File: config.mk
export PLATFORM = sky130hd
export DESIGN_NAME = edge_normalized_window_sum_unit
export DESIGN_NICKNAME = d
export VERILOG_FILES = /design/src/design/ensw_pkg.sv /design/src/design/edge_normalized_window_sum_unit.sv /design/src/design/ensw_cell.sv /design/src/design/ensw_div.sv
export SDC_FILE = /design/constraint.sdc
export NUM_CORES = 2
export LEC_CHECK = 0
export BUFFER_PORTS_ARGS = -buffer_cell sky130_fd_sc_hd__buf_2
export CAP_MARGIN = 20
export CORE_AREA = 2 2 365 367
export DETAILED_ROUTE_END_ITERATION = 6
export DIE_AREA = 0 0 367 369
export SETUP_SLACK_MARGIN = 0.2
export SKIP_LAST_GASP = 1
export SLEW_MARGIN = 20
export SYNTH_ARGS = -nofsm -noshare
export SYNTH_HDL_FRONTEND = slang
export SYNTH_SLANG_ARGS = --single-unit
File: constraint.sdc
create_clock -name clk -period 31.9 [get_ports clk]
set_clock_uncertainty 0.15 [all_clocks]
set_input_delay 1.595 -clock clk [delete_from_list [all_inputs] [get_ports clk]]
set_output_delay 1.595 -clock clk [all_outputs]
set_load 0.01 [all_outputs]
File: src/design/ensw_pkg.sv
// shared types and constants for the edge normalized window sum unit
// no dependencies; the top level and ensw_cell refer to this package by scoped names
`default_nettype none

package ensw_pkg;

    localparam int SAMPLE_W       = 16;
    localparam int SMOOTH_W       = 22;
    localparam int RADIUS_W       = 6;
    localparam int MAX_RADIUS_DEF = 32;

    localparam logic [RADIUS_W-1:0] RADIUS_RESET = RADIUS_W'(1);

    typedef struct packed {
        logic [SAMPLE_W-1:0] sample;
        logic                seq_end;
    } ensw_sample_t;

    typedef struct packed {
        logic [SMOOTH_W-1:0] smoothed;
        logic                out_last;
    } ensw_result_t;

endpackage

`default_nettype wire

File: src/design/edge_normalized_window_sum_unit.sv
// top level of the edge normalized boxcar window sum
// depends on ensw_pkg, ensw_cell (delay line) and ensw_div (edge normalization)
`default_nettype none

// Boxcar moving sum over a stream of unsigned samples split into sequences by seq_end.
// With radius r (0 acts as 1, above MAX_RADIUS acts as MAX_RADIUS) the half-width is
// h = r-1 and the window W = 2h+1; each result is the window sum clipped to the sequence,
// scaled to W*sum/cnt rounded half up where the window is clipped. Results lag the input
// by h samples and the seq_end sample flushes the rest, the final one marked out_last.
// Samples sit in a row of 2*MAX_RADIUS-1 delay cells whose injection point follows the
// radius, so the expiring sample always leaves at cell zero. A request is accepted only in
// ST_IDLE; a full-window result loads from ST_RES, a clipped result goes through the
// bit-serial divider in ST_DIV, and each flushed position first steps the delay line
// in ST_ADV. Writing the radius restarts
// the current sequence. The output register lets a result wait while the next request
// is taken.
module edge_normalized_window_sum_unit #(
    parameter int MAX_RADIUS = ensw_pkg::MAX_RADIUS_DEF
) (
    input  wire logic                          clk,
    input  wire logic                          rst_n,
    input  wire logic                          sample_valid,
    output      logic                          sample_stall,
    input  wire ensw_pkg::ensw_sample_t        sample_data,
    output      logic                          result_valid,
    input  wire logic                          result_stall,
    output      ensw_pkg::ensw_result_t        result_data,
    input  wire logic                          radius_we,
    input  wire logic [ensw_pkg::RADIUS_W-1:0] radius_wdata
);

    localparam int DEPTH = 2 * MAX_RADIUS;
    localparam int NCELL = DEPTH - 1;
    localparam int CNT_W = $clog2(DEPTH) + 1;
    localparam int SUM_W = ensw_pkg::SAMPLE_W + $clog2(DEPTH);
    localparam int NUM_W = SUM_W + CNT_W + 1;
    localparam int EXT_W = ensw_pkg::RADIUS_W + CNT_W;

    localparam logic [1:0] ST_IDLE = 2'd0;
    localparam logic [1:0] ST_ADV  = 2'd1;
    localparam logic [1:0] ST_RES  = 2'd2;
    localparam logic [1:0] ST_DIV  = 2'd3;

    logic [1:0]                    state_reg;
    logic [1:0]                    state_next;
    logic [ensw_pkg::RADIUS_W-1:0] radius_reg;
    logic [SUM_W-1:0]              sum_reg;
    logic [CNT_W-1:0]              seen_reg;
    logic [CNT_W-1:0]              flush_left_reg;
    logic [CNT_W-1:0]              flush_left_next;
    logic                          result_valid_reg;
    ensw_pkg::ensw_result_t        result_data_reg;

    logic [SUM_W-1:0]              t_sum_reg;
    logic [CNT_W-1:0]              t_cnt_reg;
    logic                          res_last_reg;

    logic [EXT_W-1:0]              rad_ext;
    logic [EXT_W-1:0]              rad_eff;
    logic [CNT_W-1:0]              half;
    logic [CNT_W-1:0]              full;
    logic [CNT_W-1:0]              top_idx;

    logic                          accept;
    logic                          out_free;
    logic                          out_load;
    logic [SUM_W-1:0]              out_value;
    logic [CNT_W-1:0]              seen_inc;
    logic [SUM_W-1:0]              sum_add;
    logic [SUM_W-1:0]              sum_new;
    logic [CNT_W-1:0]              cnt_new;
    logic [CNT_W-1:0]              flush_cnt;
    logic                          has_norm;
    logic [CNT_W-1:0]              flush_d;
    logic                          remove;
    logic                          shift;
    logic                          div_start;
    logic                          div_busy;
    logic [NUM_W-1:0]              div_quotient;
    logic [NUM_W-1:0]              dividend;

    logic [ensw_pkg::SAMPLE_W-1:0] chain_data [NCELL];
    logic [ensw_pkg::SAMPLE_W-1:0] chain_up   [NCELL];

    // effective radius and derived window sizes
    always_comb
    begin
        rad_ext = EXT_W'(radius_reg);
        priority if (rad_ext == '0)
        begin
            rad_eff = EXT_W'(1);
        end
        else if (rad_ext > EXT_W'(MAX_RADIUS))
        begin
            rad_eff = EXT_W'(MAX_RADIUS);
        end
        else
        begin
            rad_eff = rad_ext;
        end
        half    = CNT_W'(rad_eff - EXT_W'(1));
        full    = CNT_W'({half, 1'b1});
        top_idx = CNT_W'({half, 1'b0});
    end

    assign sample_stall = (state_reg != ST_IDLE);
    assign accept       = sample_valid && !sample_stall;
    assign out_free     = !result_valid_reg || !result_stall;

    // running sum update for a new sample
    always_comb
    begin
        seen_inc  = (seen_reg == CNT_W'(DEPTH)) ? seen_reg : seen_reg + CNT_W'(1);
        sum_add   = sum_reg + SUM_W'(sample_data.sample);
        sum_new   = (seen_inc > full) ? sum_add - SUM_W'(chain_data[0]) : sum_add;
        cnt_new   = (seen_inc < full) ? seen_inc : full;
        flush_cnt = (seen_inc < half) ? seen_inc : half;
        has_norm  = (seen_inc > half);
    end

    // flush step: drop the oldest sample once the clipped window shrinks past it
    always_comb
    begin
        flush_d = flush_left_reg - CNT_W'(1);
        remove  = ({1'b0, t_cnt_reg} >
                   ({1'b0, flush_d} + {1'b0, half} + (CNT_W + 1)'(1)));
    end

    assign shift = accept || (state_reg == ST_ADV);

    assign dividend = NUM_W'({full, 1'b0}) * NUM_W'(t_sum_reg) + NUM_W'(t_cnt_reg);

    // result sequencing
    always_comb
    begin
        state_next      = state_reg;
        flush_left_next = flush_left_reg;
        div_start       = 1'b0;
        out_load        = 1'b0;
        out_value       = t_sum_reg;
        unique case (state_reg)
            ST_IDLE:
            begin
                if (accept)
                begin
                    if (has_norm)
                    begin
                        state_next      = ST_RES;
                        flush_left_next = sample_data.seq_end ? flush_cnt : '0;
                    end
                    else if (sample_data.seq_end)
                    begin
                        state_next      = ST_ADV;
                        flush_left_next = flush_cnt;
                    end
                end
            end
            ST_ADV:
            begin
                state_next      = ST_RES;
                flush_left_next = flush_d;
            end
            ST_RES:
            begin
                if (t_cnt_reg == full)
                begin
                    if (out_free)
                    begin
                        out_load   = 1'b1;
                        state_next = (flush_left_reg != '0) ? ST_ADV : ST_IDLE;
                    end
                end
                else
                begin
                    div_start  = 1'b1;
                    state_next = ST_DIV;
                end
            end
            ST_DIV:
            begin
                out_value = SUM_W'(div_quotient);
                if (!div_busy && out_free)
                begin
                    out_load   = 1'b1;
                    state_next = (flush_left_reg != '0) ? ST_ADV : ST_IDLE;
                end
            end
            default:
            begin
                state_next = ST_IDLE;
            end
        endcase
    end

    always_ff @(posedge clk or negedge rst_n)
    begin
        if (!rst_n)
        begin
            state_reg        <= ST_IDLE;
            radius_reg       <= ensw_pkg::RADIUS_RESET;
            sum_reg          <= '0;
            seen_reg         <= '0;
            flush_left_reg   <= '0;
            result_valid_reg <= 1'b0;
        end
        else
        begin
            state_reg      <= state_next;
            flush_left_reg <= flush_left_next;
            if (radius_we)
            begin
                radius_reg <= radius_wdata;
                sum_reg    <= '0;
                seen_reg   <= '0;
            end
            else if (accept)
            begin
                sum_reg  <= sample_data.seq_end ? '0 : sum_new;
                seen_reg <= sample_data.seq_end ? '0 : seen_inc;
            end
            if (out_load)
            begin
                result_valid_reg <= 1'b1;
            end
            else if (!result_stall)
            begin
                result_valid_reg <= 1'b0;
            end
        end
    end

    always_ff @(posedge clk)
    begin
        if (accept)
        begin
            t_sum_reg    <= sum_new;
            t_cnt_reg    <= cnt_new;
            res_last_reg <= sample_data.seq_end && (half == '0);
        end
        else if (state_reg == ST_ADV)
        begin
            if (remove)
            begin
                t_sum_reg <= t_sum_reg - SUM_W'(chain_data[0]);
                t_cnt_reg <= t_cnt_reg - CNT_W'(1);
            end
            res_last_reg <= (flush_left_reg == CNT_W'(1));
        end
        if (out_load)
        begin
            result_data_reg.smoothed <= ensw_pkg::SMOOTH_W'(out_value);
            result_data_reg.out_last <= res_last_reg;
        end
    end

    assign result_valid = result_valid_reg;
    assign result_data  = result_data_reg;

    // delay line, oldest sample of a full window sits in cell zero
    for (genvar i = 0; i < NCELL; i++)
    begin : g_cell
        if (i == NCELL - 1)
        begin : g_end
            assign chain_up[i] = '0;
        end
        else
        begin : g_mid
            assign chain_up[i] = chain_data[i+1];
        end

        ensw_cell #(
            .INDEX (i),
            .CNT_W (CNT_W)
        ) u_cell (
            .clk      (clk),
            .shift    (shift),
            .top      (top_idx),
            .fill     (sample_data.sample),
            .upstream (chain_up[i]),
            .data     (chain_data[i])
        );
    end

    ensw_div #(
        .NUM_W (NUM_W),
        .DVS_W (CNT_W + 1)
    ) u_div (
        .clk      (clk),
        .rst_n    (rst_n),
        .start    (div_start),
        .dividend (dividend),
        .divisor  ({t_cnt_reg, 1'b0}),
        .busy     (div_busy),
        .quotient (div_quotient)
    );

endmodule

`default_nettype wire

File: src/design/ensw_cell.sv
// one cell of the sample delay line: holds one sample, loads from its upstream neighbor
// or takes the new sample when it is the injection point; uses ensw_pkg
`default_nettype none

module ensw_cell #(
    parameter int INDEX = 0,
    parameter int CNT_W = 7
) (
    input  wire logic                          clk,
    input  wire logic                          shift,
    input  wire logic [CNT_W-1:0]              top,
    input  wire logic [ensw_pkg::SAMPLE_W-1:0] fill,
    input  wire logic [ensw_pkg::SAMPLE_W-1:0] upstream,
    output      logic [ensw_pkg::SAMPLE_W-1:0] data
);

    logic [ensw_pkg::SAMPLE_W-1:0] data_reg;
    logic [ensw_pkg::SAMPLE_W-1:0] data_next;

    // the cell at the injection point starts the delay, cells below just pass along
    assign data_next = (top == CNT_W'(INDEX)) ? fill : upstream;

    always_ff @(posedge clk)
    begin
        if (shift)
        begin
            data_reg <= data_next;
        end
    end

    assign data = data_reg;

endmodule

`default_nettype wire

File: src/design/ensw_div.sv
// bit-serial restoring divider, one quotient bit per cycle
// used for edge normalization; no package dependencies
`default_nettype none

module ensw_div #(
    parameter int NUM_W = 29,
    parameter int DVS_W = 8
) (
    input  wire logic             clk,
    input  wire logic             rst_n,
    input  wire logic             start,
    input  wire logic [NUM_W-1:0] dividend,
    input  wire logic [DVS_W-1:0] divisor,
    output      logic             busy,
    output      logic [NUM_W-1:0] quotient
);

    localparam int STEP_W = $clog2(NUM_W + 1);

    logic              busy_reg;
    logic [STEP_W-1:0] step_reg;
    logic [DVS_W-1:0]  rem_reg;
    logic [DVS_W-1:0]  rem_next;
    logic [NUM_W-1:0]  quo_reg;
    logic [DVS_W-1:0]  dvs_reg;
    logic [DVS_W:0]    trial;
    logic              q_bit;

    always_comb
    begin
        trial    = {rem_reg, quo_reg[NUM_W-1]};
        q_bit    = (trial >= {1'b0, dvs_reg});
        rem_next = q_bit ? DVS_W'(trial - {1'b0, dvs_reg}) : DVS_W'(trial);
    end

    always_ff @(posedge clk or negedge rst_n)
    begin
        if (!rst_n)
        begin
            busy_reg <= 1'b0;
            step_reg <= '0;
        end
        else if (start)
        begin
            busy_reg <= 1'b1;
            step_reg <= STEP_W'(NUM_W);
        end
        else if (busy_reg)
        begin
            step_reg <= step_reg - STEP_W'(1);
            if (step_reg == STEP_W'(1))
            begin
                busy_reg <= 1'b0;
            end
        end
    end

    // dividend bits shift out at the top while quotient bits shift in at the bottom
    always_ff @(posedge clk)
    begin
        if (start)
        begin
            rem_reg <= '0;
            quo_reg <= dividend;
            dvs_reg <= divisor;
        end
        else if (busy_reg)
        begin
            rem_reg <= rem_next;
            quo_reg <= {quo_reg[NUM_W-2:0], q_bit};
        end
    end

    assign busy     = busy_reg;
    assign quotient = quo_reg;

endmodule

`default_nettype wire

==> impl_metrics.py <==
metrics = {
    "timing": {
        "fin_crit_sh": 0.257,
        "finalCriticalPeriod_ns": 8.20,
        "relSlewSlack": 0.273,
        "tns_ns": 0,
        "fmax_ghz": 0.122,
        "timing.final.ws_setup_ns": 23.70,
        "worst_slew_pin_slew_ns": 1.09,
        "setup_viol": 0,
        "finalHoldViolCount": 0,
        "report.final.slew_viol_count": 0,
        "whs_ns": 0.255,
        "rsz0062_at_grt": "false",
    },
    "synth": {
        "synth_edf_count": 1098,
        "netlist_top_cells_area": "edfxtp_1 63%, mux2_2 11%, fa_1 4.0%",
        "ys_warn_count": 0,
        "synth.top_cell.area_share": 0.631,
        "yosys.area.top_type": "edfxtp_1",
        "synthesis.area_um2": 52300,
        "synth_cell_type_count": 86,
        "syn_inst": 3461,
        "synthFlopType": "edfxtp_1",
        "avgSynthCellArea_um2": 15.1,
        "ys_seq_elements": 1157,
        "synth-async-reset-ratio": 0.0441,
        "synth.yosys.seq_area_share": 0.658,
    },
    "setup_path": {
        "worstPathArrival_ns": 8.60,
        "critPathCaptureType": "register",
        "path_max_fanout": 26,
        "crit_required_ns": 32.29,
        "slowest_delay_ns": 0.52,
        "path_class": "register to register",
        "cp-start-kind": "register",
        "crit_path_top_delay_cell": "fa_1",
    },
    "worst_hold_path": {
        "holdCritPathClass": "register to register",
    },
    "global_route": {
        "grt_max_degree": 182,
        "overflow": 0,
        "grt_usage": 0.154,
        "grt_pass1_vias": 27500,
        "grt_pass1_wl_um": 163000,
        "antenna_found_initial": 5,
    },
    "final_layout": {
        "fin_util": 0.446,
        "nFillCells": 11700,
        "largest_reg_flops": 1008,
        "area_growth_pct": 11.8,
        "layout_common_cells": "1,098 x edfxtp_1, 525 x mux2_2, 259 x inv_1",
        "instances_no_fill": 5425,
        "nNetsFinal": 3847,
        "final_common_cell": "edfxtp_1",
        "drive_above_1_share": 0.232,
    },
    "floorplanning": {
        "die-area_um2": 135000,
        "fp.dieH_um": 369,
        "top_level_ports": 53,
        "initial_core_util": 0.399,
        "fp.dieW_um": 367,
        "num_rows": 133,
        "core_region_area_um2": 131000,
    },
    "placed_design": {
        "dp_hpwl_um": 64500,
        "placed_cells": 5206,
        "portBuffers": 52,
        "gp_congestion": 0.824,
        "dp_slack_ns": 23.74,
    },
    "cts": {
        "cts-root-buf": "clkbuf_16",
        "clk_pin_slew_ns": 0.06,
        "cts_sinks": 1157,
        "clkLatencyLatePin_ns": 0.74,
        "clk_path_buf_depth": 3,
        "postCtsHoldBufs": 0,
        "cts_resized": 0,
        "post_cts_buffers": 0,
        "cts_made_buffers": 114,
        "htree_levels": 3,
        "cts_tree": "yes",
    },
    "drt": {
        "dr_total_vias": 27400,
        "via_per_inst": 5.05,
        "ant_nets": 0,
        "drt_iter0_drc": 2213,
        "wire_per_inst_um": 19.1,
        "route.detailed.drc": 0,
        "firstDrtPassIters": 5,
        "wirelength_um": 104000,
    },
    "power_and_ir_drop": {
        "leakage_nw": 21.0,
        "vdd_drop_max_mv": 0.0822,
        "power_density_nw_per_um2": 77.0,
    },
    "job": {
        "cap_violations": 0,
    },
    "status": {
        "outcome": "finished, final reports clean",
    },
}
==> per-stage QoR <==
| stage | total power, mW | cell area [um2] |
|---|---|---|
| after floorplan | 2.97 | 52400 |
| after global placement | 3.21 | 54800 |
| after detailed placement | 3.22 | 54800 |
| after CTS | 4.55 | 58400 |
| after global routing | 4.80 | 58500 |
| final | 4.50 | 58500 |
==> worst paths after layout <==
| kind | to | start | slack [ns] | cells past startpoint |
|---|---|---|---|---|
| min in group asynchronous | result_valid | rst_n | 0.86 | 2 |
| min | g_cell[55].u_cell.data[15] | g_cell[56].u_cell.data[15] | 0.26 | 0 |
| max reg2reg | u_div.quotient[28] | radius_reg[2] | 23.70 | 27 |
| max in group asynchronous | sum_reg[21] | rst_n | 30.19 | 2 |
| max | u_div.quotient[28] | radius_reg[2] | 23.70 | 27 |
| min reg2reg | g_cell[55].u_cell.data[15] | g_cell[56].u_cell.data[15] | 0.26 | 0 |
==> cells by family after synthesis <==
logic type / after synthesis / synth area share
multiplexers: 538 / 0.116
AO/OA/AOI/OAI: 389 / 0.0474
AND/OR/NAND/NOR: 590 / 0.0531
buffers and inverters: 409 / 0.0297
XOR/XNOR: 125 / 0.0209
other: 2 / 0.000144
flip-flops: 1157 / 0.658
adder cells (fa/ha/maj): 251 / 0.0751
==> worst max-delay path: cells and delay by family, from the launching register on <==
kind            cells  cell delay [ns]
compound gates      6             1.53
fa+ha+maj           6             2.62
flops               1             0.42
buf+inv             6             0.77
xor+xnor            1             0.19
simple gates        8             2.34
==> Yosys cell counts, drive strengths merged, types with 10 or more instances <==
| cell type | instances |
|---|---|
| fa | 105 |
| and3 | 14 |
| a211oi | 18 |
| mux2 | 525 |
| xor2 | 44 |
| nor2b | 20 |
| a21o | 35 |
| mux2i | 13 |
| o21a | 17 |
| o21ai | 116 |
| nor2 | 152 |
| xnor2 | 81 |
| a21oi | 102 |
| a22oi | 13 |
| or3 | 12 |
| nand3 | 41 |
| o31ai | 12 |
| nor3 | 30 |
| clkbuf | 140 |
| nand2b | 24 |
| inv | 260 |
| nor4 | 10 |
| edfxtp | 1098 |
| nand4 | 12 |
| o21bai | 14 |
| nand2 | 220 |
| ha | 146 |
| dfrtp | 50 |
| and2 | 26 |
==> per-layer routing <==
metal  global-route usage  wire length [um]
met5                    0                 0
met4               0.0386              2180
met3               0.0240              4080
met2                0.238             46500
met1                0.227             51100
==> power breakdown <==
group          internal (mW)  total [mW]  switching, mW
registers               1.74        1.77         0.0279
logic                  0.584        1.42          0.840
clock network          0.729        1.31          0.582
total                   3.05        4.50           1.45
==> cell type report <==
type                    count  area, um2  share of cell area
clock buffers             137       2960              0.0506
well taps                1755       2200              0.0376
clock inverters            80        689              0.0118
flip-flops and latches   1157      34400               0.588
multi-input cells        1918      16500               0.282
repair buffers            116        764              0.0131
diodes                      1       2.50           0.0000428
inverters                 261        980              0.0168
Power figures use the tool's default switching activity.
